==> src/sv/c2p_pkg.sv <==
`timescale 1ns / 1ps
package c2p_pkg;
   localparam int PIXELS_PER_WORD   = 16;
   localparam int DEF_PLANE_COUNT   = 4;
   localparam int PIXEL_W           = 8;
   localparam int ADDR_W            = 16;
   localparam int WORD_W            = PIXELS_PER_WORD;
   localparam int SHIFT_W           = PIXELS_PER_WORD - 1;
   localparam int PLANE_IDX_W       = 2;
   localparam int PIG_W             = $clog2(PIXELS_PER_WORD);
   localparam int GROUP_W           = 6;
   localparam int GPR_W             = 7;
   localparam int STRIDE_W          = 11;
   localparam int CSR_INDEX_W       = 2;
   localparam int CSR_DATA_W        = 11;

   localparam logic [GPR_W-1:0]    GPR_RESET    = 7'd16;
   localparam logic [GPR_W-1:0]    MAX_GROUPS   = 7'd64;
   localparam logic [STRIDE_W-1:0] STRIDE_RESET = 11'd80;
   localparam logic [PIG_W-1:0]    LAST_PIXEL   = PIG_W'(PIXELS_PER_WORD - 1);

   localparam logic [CSR_INDEX_W-1:0] CSR_GROUPS_PER_ROW   = 2'd0;
   localparam logic [CSR_INDEX_W-1:0] CSR_ROW_STRIDE_WORDS = 2'd1;

   typedef struct packed {
      logic              step;
      logic              done;
      logic [ADDR_W-1:0] grp_addr;
   } cmd_type;

   typedef struct packed {
      logic                   valid;
      logic [ADDR_W-1:0]      addr;
      logic [WORD_W-1:0]      word;
      logic [PLANE_IDX_W-1:0] idx;
      logic                   last;
   } slot_type;
endpackage

==> src/sv/c2p_req_if.sv <==
`timescale 1ns / 1ps
interface c2p_req_if
   import c2p_pkg::*;
();
   logic               valid;
   logic               ready;
   logic [PIXEL_W-1:0] pixel;
   logic               start_of_frame;

   modport source (output valid, output pixel, output start_of_frame, input ready);
   modport sink (input valid, input pixel, input start_of_frame, output ready);
endinterface

==> src/sv/c2p_rsp_if.sv <==
`timescale 1ns / 1ps
interface c2p_rsp_if
   import c2p_pkg::*;
();
   logic                   valid;
   logic                   ready;
   logic [ADDR_W-1:0]      word_address;
   logic [WORD_W-1:0]      plane_word;
   logic [PLANE_IDX_W-1:0] plane_index;
   logic                   last_of_group;

   modport source (output valid, output word_address, output plane_word,
                   output plane_index, output last_of_group, input ready);
   modport sink (input valid, input word_address, input plane_word,
                 input plane_index, input last_of_group, output ready);
endinterface

==> src/sv/c2p_csr_if.sv <==
`timescale 1ns / 1ps
interface c2p_csr_if
   import c2p_pkg::*;
();
   logic                   valid;
   logic                   ready;
   logic [CSR_INDEX_W-1:0] index;
   logic [CSR_DATA_W-1:0]  data;

   modport source (output valid, output index, output data, input ready);
   modport sink (input valid, input index, input data, output ready);
endinterface

==> src/sv/c2p_ctrl.sv <==
`timescale 1ns / 1ps
module c2p_ctrl
   import c2p_pkg::*;
#(
   parameter int PLANE_COUNT = DEF_PLANE_COUNT
) (
   input  logic                   clock,
   input  logic                   reset,
   input  logic                   accept,
   input  logic                   sof,
   input  logic                   csr_we,
   input  logic [CSR_INDEX_W-1:0] csr_index,
   input  logic [CSR_DATA_W-1:0]  csr_data,
   output cmd_type                cmd,
   output logic                   group_full
);
   logic [PIG_W-1:0]    pig_ff, pig_in, pig_cur;
   logic [GROUP_W-1:0]  grp_ff, grp_in, grp_cur;
   logic [ADDR_W-1:0]   base_ff, base_in, base_cur;
   logic [ADDR_W-1:0]   gaddr_ff, gaddr_in, gaddr_cur;
   logic [GPR_W-1:0]    gpr_ff, gpr_in, eff_groups;
   logic [STRIDE_W-1:0] stride_ff, stride_in;
   logic                done, row_end;

   always_comb begin
      pig_cur   = sof ? '0 : pig_ff;
      grp_cur   = sof ? '0 : grp_ff;
      base_cur  = sof ? '0 : base_ff;
      gaddr_cur = sof ? '0 : gaddr_ff;
      done      = (pig_cur == LAST_PIXEL);

      if (gpr_ff == '0) begin
         eff_groups = GPR_W'(1);
      end else if (gpr_ff > MAX_GROUPS) begin
         eff_groups = MAX_GROUPS;
      end else begin
         eff_groups = gpr_ff;
      end
      row_end = ({1'b0, grp_cur} + GPR_W'(1)) >= eff_groups;

      pig_in   = pig_ff;
      grp_in   = grp_ff;
      base_in  = base_ff;
      gaddr_in = gaddr_ff;
      if (accept) begin
         if (done) begin
            pig_in = '0;
            if (row_end) begin
               grp_in   = '0;
               base_in  = base_cur + ADDR_W'(stride_ff);
               gaddr_in = base_cur + ADDR_W'(stride_ff);
            end else begin
               grp_in   = grp_cur + GROUP_W'(1);
               base_in  = base_cur;
               gaddr_in = gaddr_cur + ADDR_W'(PLANE_COUNT);
            end
         end else begin
            pig_in   = pig_cur + PIG_W'(1);
            grp_in   = grp_cur;
            base_in  = base_cur;
            gaddr_in = gaddr_cur;
         end
      end

      gpr_in    = gpr_ff;
      stride_in = stride_ff;
      if (csr_we) begin
         unique case (csr_index)
            CSR_GROUPS_PER_ROW:   gpr_in    = csr_data[GPR_W-1:0];
            CSR_ROW_STRIDE_WORDS: stride_in = csr_data[STRIDE_W-1:0];
            default: ;
         endcase
      end
   end

   always_ff @(posedge clock) begin
      if (reset) begin
         pig_ff    <= '0;
         grp_ff    <= '0;
         base_ff   <= '0;
         gaddr_ff  <= '0;
         gpr_ff    <= GPR_RESET;
         stride_ff <= STRIDE_RESET;
      end else begin
         pig_ff    <= pig_in;
         grp_ff    <= grp_in;
         base_ff   <= base_in;
         gaddr_ff  <= gaddr_in;
         gpr_ff    <= gpr_in;
         stride_ff <= stride_in;
      end
   end

   assign cmd.step     = accept;
   assign cmd.done     = accept && done;
   assign cmd.grp_addr = gaddr_cur;
   assign group_full   = (pig_ff == LAST_PIXEL);
endmodule

==> src/sv/c2p_cell.sv <==
`timescale 1ns / 1ps
module c2p_cell
   import c2p_pkg::*;
#(
   parameter int PLANE       = 0,
   parameter int PLANE_COUNT = DEF_PLANE_COUNT
) (
   input  logic     clock,
   input  logic     reset,
   input  cmd_type  cmd,
   input  logic     pix_bit,
   input  logic     advance,
   input  slot_type slot_nxt,
   output slot_type slot
);
   logic [SHIFT_W-1:0] shift_ff, shift_in;
   slot_type           slot_ff, slot_in;

   always_comb begin
      shift_in = cmd.step ? {shift_ff[SHIFT_W-2:0], pix_bit} : shift_ff;
      slot_in  = slot_ff;
      if (cmd.done) begin
         slot_in.valid = 1'b1;
         slot_in.addr  = cmd.grp_addr + ADDR_W'(PLANE);
         slot_in.word  = {shift_ff, pix_bit};
         slot_in.idx   = PLANE_IDX_W'(PLANE);
         slot_in.last  = (PLANE == PLANE_COUNT - 1);
      end else if (advance) begin
         slot_in = slot_nxt;
      end
   end

   always_ff @(posedge clock) begin
      shift_ff <= shift_in;
      if (reset) begin
         slot_ff.valid <= 1'b0;
      end else begin
         slot_ff.valid <= slot_in.valid;
      end
      slot_ff.addr <= slot_in.addr;
      slot_ff.word <= slot_in.word;
      slot_ff.idx  <= slot_in.idx;
      slot_ff.last <= slot_in.last;
   end

   assign slot = slot_ff;
endmodule

==> src/sv/chunky_to_planar_4bpp.sv <==
`timescale 1ns / 1ps
// Chunky to planar converter: takes one pixel word per clock and, on every sixteenth
// pixel of a group, loads one bitplane word per plane into a row of PLANE_COUNT cells;
// the cells then hand their words to the output one per clock while it is ready, plane 0
// first. With the output always ready the input never stalls (one pixel per cycle, four
// result words per sixteen pixels). An input word that would close a group waits while
// earlier plane words of the previous group are still in the cell row, so the rate under
// back-pressure is set by the cell row draining. Configuration writes take effect at once.
module chunky_to_planar_4bpp
   import c2p_pkg::*;
#(
   parameter int PLANE_COUNT = DEF_PLANE_COUNT
) (
   input logic        clock,
   input logic        reset,
   c2p_req_if.sink    req_ch,
   c2p_rsp_if.source  rsp_ch,
   c2p_csr_if.sink    csr_ch
);
   cmd_type                cmd;
   logic                   group_full;
   logic                   accept;
   logic                   advance;
   logic                   chain_free;
   slot_type               slots [PLANE_COUNT+1];
   logic [PLANE_COUNT-1:0] vmask;

   assign accept        = req_ch.valid && req_ch.ready;
   assign advance       = rsp_ch.valid && rsp_ch.ready;
   assign csr_ch.ready  = 1'b1;

   c2p_ctrl #(.PLANE_COUNT(PLANE_COUNT)) u_ctrl (
      .clock      (clock),
      .reset      (reset),
      .accept     (accept),
      .sof        (req_ch.start_of_frame),
      .csr_we     (csr_ch.valid && csr_ch.ready),
      .csr_index  (csr_ch.index),
      .csr_data   (csr_ch.data),
      .cmd        (cmd),
      .group_full (group_full)
   );

   assign slots[PLANE_COUNT] = '0;

   for (genvar p = 0; p < PLANE_COUNT; p++) begin : g_cell
      c2p_cell #(.PLANE(p), .PLANE_COUNT(PLANE_COUNT)) u_cell (
         .clock    (clock),
         .reset    (reset),
         .cmd      (cmd),
         .pix_bit  (req_ch.pixel[p]),
         .advance  (advance),
         .slot_nxt (slots[p+1]),
         .slot     (slots[p])
      );
      assign vmask[p] = slots[p].valid;
   end

   assign chain_free = ((vmask >> 1) == '0) && (!vmask[0] || rsp_ch.ready);
   assign req_ch.ready = !group_full || chain_free;

   assign rsp_ch.valid         = slots[0].valid;
   assign rsp_ch.word_address  = slots[0].addr;
   assign rsp_ch.plane_word    = slots[0].word;
   assign rsp_ch.plane_index   = slots[0].idx;
   assign rsp_ch.last_of_group = slots[0].last;

`ifndef SYNTHESIS
   a_done_emits: assert property (@(posedge clock) disable iff (reset)
      cmd.done |=> rsp_ch.valid)
      else $error("group completion did not present a plane word");

   a_prefix: assert property (@(posedge clock) disable iff (reset)
      (vmask & (vmask + PLANE_COUNT'(1))) == '0)
      else $error("cell row holds a gap");

   a_load_free: assert property (@(posedge clock) disable iff (reset)
      cmd.done |-> chain_free)
      else $error("group loaded over pending plane words");
`endif
endmodule

==> src/flat_wrapper.sv <==
// flat-port wrapper written by rule: the top's interface ports become plain ports
module chunky_to_planar_4bpp_flat import c2p_pkg::*;
#(
   parameter int PLANE_COUNT = DEF_PLANE_COUNT
)
  (clock, reset, req_ch_valid, req_ch_pixel, req_ch_start_of_frame, req_ch_ready, rsp_ch_valid, rsp_ch_word_address, rsp_ch_plane_word, rsp_ch_plane_index, rsp_ch_last_of_group, rsp_ch_ready, csr_ch_valid, csr_ch_index, csr_ch_data, csr_ch_ready);
  c2p_req_if req_ch_i ();
  c2p_rsp_if rsp_ch_i ();
  c2p_csr_if csr_ch_i ();
  input logic clock;
  input logic reset;
  input wire logic [$bits(req_ch_i.valid)-1:0] req_ch_valid;
  input wire logic [$bits(req_ch_i.pixel)-1:0] req_ch_pixel;
  input wire logic [$bits(req_ch_i.start_of_frame)-1:0] req_ch_start_of_frame;
  output wire logic [$bits(req_ch_i.ready)-1:0] req_ch_ready;
  output wire logic [$bits(rsp_ch_i.valid)-1:0] rsp_ch_valid;
  output wire logic [$bits(rsp_ch_i.word_address)-1:0] rsp_ch_word_address;
  output wire logic [$bits(rsp_ch_i.plane_word)-1:0] rsp_ch_plane_word;
  output wire logic [$bits(rsp_ch_i.plane_index)-1:0] rsp_ch_plane_index;
  output wire logic [$bits(rsp_ch_i.last_of_group)-1:0] rsp_ch_last_of_group;
  input wire logic [$bits(rsp_ch_i.ready)-1:0] rsp_ch_ready;
  input wire logic [$bits(csr_ch_i.valid)-1:0] csr_ch_valid;
  input wire logic [$bits(csr_ch_i.index)-1:0] csr_ch_index;
  input wire logic [$bits(csr_ch_i.data)-1:0] csr_ch_data;
  output wire logic [$bits(csr_ch_i.ready)-1:0] csr_ch_ready;
  assign req_ch_i.valid = req_ch_valid;
  assign req_ch_i.pixel = req_ch_pixel;
  assign req_ch_i.start_of_frame = req_ch_start_of_frame;
  assign req_ch_ready = req_ch_i.ready;
  assign rsp_ch_valid = rsp_ch_i.valid;
  assign rsp_ch_word_address = rsp_ch_i.word_address;
  assign rsp_ch_plane_word = rsp_ch_i.plane_word;
  assign rsp_ch_plane_index = rsp_ch_i.plane_index;
  assign rsp_ch_last_of_group = rsp_ch_i.last_of_group;
  assign rsp_ch_i.ready = rsp_ch_ready;
  assign csr_ch_i.valid = csr_ch_valid;
  assign csr_ch_i.index = csr_ch_index;
  assign csr_ch_i.data = csr_ch_data;
  assign csr_ch_ready = csr_ch_i.ready;
  chunky_to_planar_4bpp #(.PLANE_COUNT(PLANE_COUNT)) u_core (.clock(clock), .reset(reset), .req_ch(req_ch_i), .rsp_ch(rsp_ch_i), .csr_ch(csr_ch_i));
endmodule
==> config.mk <==
export PLATFORM = sky130hd
export DESIGN_NAME = chunky_to_planar_4bpp_flat
export DESIGN_NICKNAME = d
export VERILOG_FILES = /design/src/sv/c2p_pkg.sv /design/src/sv/c2p_req_if.sv /design/src/sv/c2p_rsp_if.sv /design/src/sv/c2p_csr_if.sv /design/src/sv/c2p_ctrl.sv /design/src/sv/c2p_cell.sv /design/src/sv/chunky_to_planar_4bpp.sv /design/src/flat_wrapper.sv
export SDC_FILE = /design/constraint.sdc
export NUM_CORES = 1
export LEC_CHECK = 0
export BUFFER_PORTS_ARGS = -buffer_cell sky130_fd_sc_hd__buf_2
export CAP_MARGIN = 20
export CORE_UTILIZATION = 60
export CTS_BUF_LIST = sky130_fd_sc_hd__clkbuf_2 sky130_fd_sc_hd__clkbuf_4 sky130_fd_sc_hd__clkbuf_8
export CTS_CLUSTER_DIAMETER = 120
export DETAILED_ROUTE_END_ITERATION = 16
export PLACE_DENSITY_LB_ADDON = 0.05
export SYNTH_ARGS = -nofsm -noshare
export SYNTH_HDL_FRONTEND = slang
export SYNTH_SLANG_ARGS = --single-unit
==> constraint.sdc <==
create_clock -name clock -period 7.1 [get_ports clock]
set_input_delay 0.71 -clock clock [delete_from_list [all_inputs] [get_ports clock]]
set_output_delay 0.71 -clock clock [all_outputs]
set_load 0.02 [all_outputs]
==> results of run 1 <==
[cell usage after synthesis (7+ instances only)]
cell	n
nor2b_1	25
nand2_1	216
a31oi_1	7
ha_1	25
nor2_1	79
xnor2_1	34
a211oi_1	8
a21oi_1	60
edfxtp_1	188
inv_1	13
nor3_1	13
mux2i_1	9
clkbuf_1	47
o21ai_1	12
xor2_1	22
o21ai_0	55
buf_1	14
and3_1	18
or3_1	9
a22oi_1	13
a21o_1	7
buf_2	8
nand3_1	112
dfxtp_1	73
[flip-flops by register name, summed over array words and instances, names as in the netlist]
signal	flops
u_core.g_cell.u_cell.shift_ff	60
u_core.g_cell.u_cell.slot	141
u_core.u_ctrl.base_ff	16
u_core.u_ctrl.gaddr_ff	16
u_core.u_ctrl.gpr_ff	7
u_core.u_ctrl.grp_ff	6
u_core.u_ctrl.pig_ff	4
u_core.u_ctrl.stride_ff	11
[cell usage in the layout (no fill, tap or decap), types with 8 or more instances in the layout]
master and n:
nand2_1 214, edfxtp_1 188, nand3_1 112, nor2_1 78, dfxtp_1 73, a21oi_1 60
buf_2 59, o21ai_0 55, clkbuf_8 44, xnor2_1 34, nor2b_1 25, ha_1 25
xor2_1 22, and3_1 18, clkbuf_4 15, nor3_1 13, inv_1 13, a22oi_1 13
o21ai_1 12, clkinv_1 10, buf_4 10, or3_1 9, mux2i_1 9, a211oi_1 8
[power by group through the flow]
stage | registers, mW | clock network (mW) | logic, mW
after floorplan | 1.69 | 0 | 0.0568
after global placement | 1.70 | 0 | 0.0797
after detailed placement | 1.70 | 0 | 0.0810
after CTS | 1.67 | 1.30 | 0.0812
after global routing | 1.67 | 1.36 | 0.0897
final | 1.67 | 1.27 | 0.0816
[cell families after synthesis]
kind of cell | synth area share (%)
mux | 0.7538
simple gates | 19.64
xor+xnor | 4.104
other cells | 0.03138
fa+ha+maj | 2.785
buf+inv | 3.047
compound gates | 10.18
flops | 59.46
[metrics by stage]
step	instances	hold WS, ns	power, mW	cell area, um^2	setup WS [ns]
final	1490	0.3526	3.015	13230	2.970
after global routing	1489	0.3218	3.116	13230	2.687
after CTS	1488	0.3238	3.045	13220	3.019
after detailed placement	1411	0.4237	1.778	12390	2.486
after global placement	1411	0.4217	1.776	12390	2.531
after floorplan	1149	0.4174	1.749	11950	1.299
[worst max-delay path, stage by stage (launching register included)]
cell	delay [ns]
dfxtp_1	0.42
and4_1	0.24
o41ai_2	0.08
nand2_1	0.67
clkinv_2	0.54
nand2_4	0.72
buf_4	0.82
o21ai_0	0.30
[metal layers]
layer | track usage [%] | vias up | part of all wire (%)
li1 | - | 4191 | -
met1 | 37.15 | 3971 | 47
met2 | 36.51 | 232 | 45
met3 | 4.527 | 29 | 5.5
met4 | 7.301 | 0 | 1.6
met5 | 0 | - | 0
[final cells by class]
class,count,area share (%)
multi-input cells,800,34.05
clock inverters,18,0.8415
repair buffers,70,2.950
clock buffers,59,5.427
diodes,1,0.01891
inverters,16,0.5011
flip-flops and latches,261,53.71
well taps,265,2.506
[worst max path at each step]
stage,from,end,slack (ns),cells after the start
6_report,u_core.u_ctrl.pig_ff[2],u_core.g_cell[0].u_cell.slot[22],2.97,7
5_1_grt,u_core.u_ctrl.pig_ff[2],u_core.g_cell[0].u_cell.slot[22],2.69,7
4_1_cts,u_core.u_ctrl.pig_ff[2],u_core.g_cell[0].u_cell.slot[22],3.02,7
3_5_place_dp,req_ch_start_of_frame,u_core.u_ctrl.base_ff[2],2.49,15
3_3_place_gp,req_ch_start_of_frame,u_core.u_ctrl.base_ff[9],2.53,15
2_1_floorplan,req_ch_start_of_frame,u_core.g_cell[0].u_cell.slot[10],1.30,10
==> reports/metrics.cfg, run 1 <==
[synthesis]
syn_area_um2 = 11950
yosys_register_bits = 261
synth.area.top_cells = edfxtp_1 47%, dfxtp_1 12%, nand2_1 6.8%, nand3_1 4.7%, ha_1 2.6%
synth_cell_types = 67
ys_seq_area_share_pct = 59.46
ys.flop_type = edfxtp_1
synth_edf_count = 188
synth_top_area_share_pct = 47.24
synthArstFlopShare_pct = 0
syn-num-nets = 1202
syn_avg_cell_area_um2 = 10.40
synth_top_area_cell = edfxtp_1
synth_cells = 1149
yosysWarnings = 0

[route]
drc = 0
first_iter_violations = 650
wl_per_cell_um = 16.45
finalWirelength_um = 24510
drt_pass1_iterations = 5
ant_nets = 0
via_per_inst = 5.653
vias = 8423

[worst_setup_path]
worstSetupPathType = flip-flop to flip-flop
end_kind = flip-flop
crit_fanout = 103
worst-r2r-setup-slack_ns = 2.97
r2r_end = u_core.g_cell[0].u_cell.slot[22]
reg2regPathDepth = 7
cp-start-kind = flip-flop
r2r_start = u_core.u_ctrl.pig_ff[2]
crit_arrival_ns = 4.37
required_ns = 7.34

[worst_hold_path]
min_from = req_ch_pixel[3]
min_to = u_core.g_cell[3].u_cell.shift_ff[0]
worst_hold_path_type = input port to flip-flop
hold-path-cell-count = 1

[floorplanning]
ioPinCount = 65
die_h_um = 143.1
core-area_um2 = 19460
std_cell_rows = 51
fp.dieW_um = 143.1
die_area_um2 = 20490
start_util_pct = 61.41

[global_routing]
antenna_found_initial = 1
grt_pass1_wl_um = 39360
grt_max_degree = 104
grt-ovfl-total = 0
grt_usage_pct = 24.75
grt_pass1_vias = 7641

[power_and_ir_drop]
internal-power_mw = 2.368
ir_drop_uv = 180.8
clkPwrFrac_pct = 42.0
cellPowerDensity_nw_per_um2 = 227.8
p_switching_mw = 0.6462
comb_power_share_pct = 2.7
swShare_pct = 21.43
p_leak_nw = 4.954
pwr-share-seq_pct = 55.2

[sta]
final_hold_viol_count = 0
worstMarginPinSlew_ns = 0.9449
clock.fmax_mhz = 242.1
setup_viol = 0
fin_crit_sh_pct = 58.17
fin_skew_ns = 0.02921
fin_crit_ns = 4.130
rsz0062_at_grt = no
fin_setup_tns_ns = 0
max_slew_margin_pct = 37.01
drv_slew = 0

[placement]
dp_hpwl_um = 14910
port_buffers = 59
place.gp.congestion = 0.8421

[cells_and_area]
fin_nets = 1244
sequential_cell_area_um2 = 7107
finish.utilization_pct = 67.99
fillCellCount = 1490
multiInputGateArea_um2 = 4506
drive_gt1_share_pct = 12.83
syn_to_final_growth_pct = 10.72

[clocking]
cts_root_buffer = clkbuf_8
cts-htree-levels = 2
cts_tree = yes
clkTransAtPathRegs_ns = 0.06
cts_sinks = 261
cts_buffers = 42
insertion_delay_ns = 0.56
cts_hold_buf = 0
cts_buffer_depth = 3
postCtsSetupBuffers = 0
cts-resized-gates = 0

[job]
cap_violations = 0

[run_status]
outcome = completed

Note: power is estimated with default switching activity, not from simulation.
==> run 2: changes to the inputs <==
Settings changed: ABC_AREA from default to 1, CORE_UTILIZATION 60 to 57.
Clock period 7.1 ns to 3.5 ns, I/O delays scaled along.
==> reports/metrics.cfg, run 2 <==
[route]
ant_nets = 0
drc = 0
first_iter_violations = 799
vias = 9244
drt_pass1_iterations = 5
wl_per_cell_um = 14.75
via_per_inst = 5.381
finalWirelength_um = 25330

[synthesis]
ys.flop_type = edfxtp_1
synth_cell_types = 45
syn_avg_cell_area_um2 = 9.091
synthArstFlopShare_pct = 0
yosysWarnings = 0
synth_top_area_cell = edfxtp_1
synth_edf_count = 188
ys_seq_area_share_pct = 57.69
syn_area_um2 = 12320
synth.area.top_cells = edfxtp_1 46%, dfxtp_1 12%, nand2_1 9.7%, o21ai_0 6.4%, nor2_1 3.9%
synth_most_common_cell = nand2_1
yosys-top-cells-count = 317 x nand2_1, 188 x edfxtp_1, 158 x o21ai_0
synth_top_area_share_pct = 45.83
syn-num-nets = 1408
yosys_register_bits = 261
synth_cells = 1355

[job]
cap_violations = 0

[cells_and_area]
syn_to_final_growth_pct = 11.89
fin_cells = 1718
fillCellCount = 1811
drive_gt1_share_pct = 12.06
fin_nets = 1472
stdcell_area_um2 = 13780
layout_commonest_cell = nand2_1
insertedDiodeCount = 0
largest_register_ffs = 141
layout_common_cells = 316 x nand2_1, 188 x edfxtp_1, 158 x o21ai_0

[global_routing]
grt_max_degree = 122
grt-ovfl-total = 0
antenna_found_initial = 0
grt_pass1_wl_um = 42570
grt_usage_pct = 23.83
grt_pass1_vias = 8594

[clocking]
postCtsSetupBuffers = 0
cts_sinks = 261
cts_tree = yes
cts_buffer_depth = 3
cts_buffers = 44
cts_root_buffer = clkbuf_8
cts_hold_buf = 4
cts-htree-levels = 2
cts-resized-gates = 0
clkTransAtPathRegs_ns = 0.06
insertion_delay_ns = 0.54

[power_and_ir_drop]
swShare_pct = 21.73
comb_power_share_pct = 4.4
internal-power_mw = 4.945
pwr-share-seq_pct = 53.9
cellPowerDensity_nw_per_um2 = 458.4
power_mw = 6.318
clkPwrFrac_pct = 41.7
ir_drop_uv = 313.2
p_leak_nw = 5.496
p_switching_mw = 1.373

[worst_setup_path]
r2r_end = u_core.u_ctrl.base_ff[7]
crit_arrival_ns = 3.34
worstSetupPathType = flip-flop to flip-flop
cpLargestDelayFamily = simple AND/OR/NAND/NOR gates
path_cells = inv_1, nor2_1, ha_1, nand2_1, o21ai_0, nand2_1, inv_1, ha_1, nand2_1, a21oi_1, nor2_1, nand3b_1, nand2_1, buf_4, o21ai_0, o21ai_0, inv_1
worst-r2r-setup-slack_ns = 0.60
path_common_cell = nand2_1
crit_fanout = 20
end_kind = flip-flop
cp_slowest_cell = dfxtp_1
cp-start-kind = flip-flop
reg2regPathDepth = 17
required_ns = 3.93
r2r_start = u_core.u_ctrl.grp_ff[0]
crit_buf_inv = 4
cp_slowest_stage_delay_ns = 0.35

[floorplanning]
core-area_um2 = 21090
ioPinCount = 65
start_util_pct = 58.41
std_cell_rows = 53
die_area_um2 = 22200
fp.dieW_um = 149.0
die_h_um = 149.0

[sta]
setup_viol = 0
hold_ws_ns = 0.04589
fin_skew_ns = 0.01645
drv_slew = 0
final_hold_viol_count = 0
worstMarginPinSlew_ns = 0.5636
fin_crit_sh_pct = 82.97
fin_setup_tns_ns = 0
max_slew_margin_pct = 62.37
rsz0062_at_grt = no
fin_crit_ns = 2.904
clock.fmax_mhz = 344.4

[worst_hold_path]
hold-path-cell-count = 3
min_to = u_core.u_ctrl.stride_ff[6]
min_from = csr_ch_data[6]
worst_hold_path_type = input port to flip-flop

[placement]
dpl_cell_area_um2 = 12900
place.gp.congestion = 0.9095
numPlacedInstances = 1644
dp_hpwl_um = 16610
port_buffers = 59

[run_status]
outcome = completed

-- run 2: cell count changes after synthesis, sizes merged, moves of 20 or more --
cell | before | now
nor2b | 25 | 0
nand3 | 112 | 83
o21ai | 67 | 166
a21oi | 61 | 82
nor2 | 81 | 133
xnor2 | 34 | 4
clkbuf | 47 | 27
inv | 16 | 131
nand2 | 218 | 319
-- run 2: kinds of logic (layout without fill, tap and decap cells) --
logic type	after synthesis	after routing	share of synthesized area (%)
AO/OA/AOI/OAI	272	272	11.57
XOR/XNOR	35	35	2.489
adder cells (fa/ha/maj)	26	26	2.702
buffers and inverters	197	285	6.481
flip-flops	261	261	57.69
other	1	1	0.03044
AND/OR/NAND/NOR	563	563	19.04
-- run 2: power by group through the flow --
stage | logic [mW] | registers [mW] | clock network (mW)
global route | 0.319 | 3.41 | 2.84
global placement | 0.270 | 3.47 | 0
CTS | 0.280 | 3.41 | 2.69
finish | 0.279 | 3.41 | 2.63
detailed placement | 0.275 | 3.47 | 0
floorplan | 0.201 | 3.46 | 0
-- run 2: worst min-delay path: cells and delay by family --
family,cells,cell delay [ns]
buffers and inverters,1,0.10
AND/OR/NAND/NOR,2,0.10
-- run 2: layout make-up --
cell class	count	area, um^2	share of cell area (%)
tap	275	344.1	2.496
inverter	133	504.2	3.658
multi-input combinational	897	4429	32.14
sequential	261	7107	51.56
timing repair buffer	82	553.0	4.012
clock buffer	62	772.0	5.601
clock inverter	8	73.82	0.5356
-- run 2: per-stage QoR --
step | setup WS [ns] | utilization [%]
6_report | 0.5960 | 65.36
4_1_cts | 0.6424 | 65.36
3_5_place_dp | 0.4291 | 61.16
5_1_grt | 0.2861 | 65.36
2_1_floorplan | 0.1472 | -
3_3_place_gp | 0.4638 | 61.16
-- run 2: metal layers --
metal	global-route usage, %	wire length (um)	up-vias
li1	-	-	4685
met3	4.373	1316	40
met4	7.041	447	0
met5	0	0	-
met2	35.70	11090	250
met1	35.24	12480	4269
-- run 2: how the worst max path moves through the flow --
stage | endpoint | cells past startpoint | slack [ns] | from
3_3_place_gp | u_core.u_ctrl.gaddr_ff[5] | 18 | 0.46 | req_ch_start_of_frame
5_1_grt | u_core.u_ctrl.gaddr_ff[5] | 18 | 0.29 | u_core.u_ctrl.grp_ff[0]
3_5_place_dp | u_core.u_ctrl.gaddr_ff[5] | 18 | 0.43 | req_ch_start_of_frame
4_1_cts | u_core.u_ctrl.gaddr_ff[5] | 18 | 0.64 | u_core.u_ctrl.grp_ff[0]
2_1_floorplan | u_core.g_cell[0].u_cell.slot[10] | 13 | 0.15 | req_ch_start_of_frame
6_report | u_core.u_ctrl.base_ff[7] | 17 | 0.60 | u_core.u_ctrl.grp_ff[0]
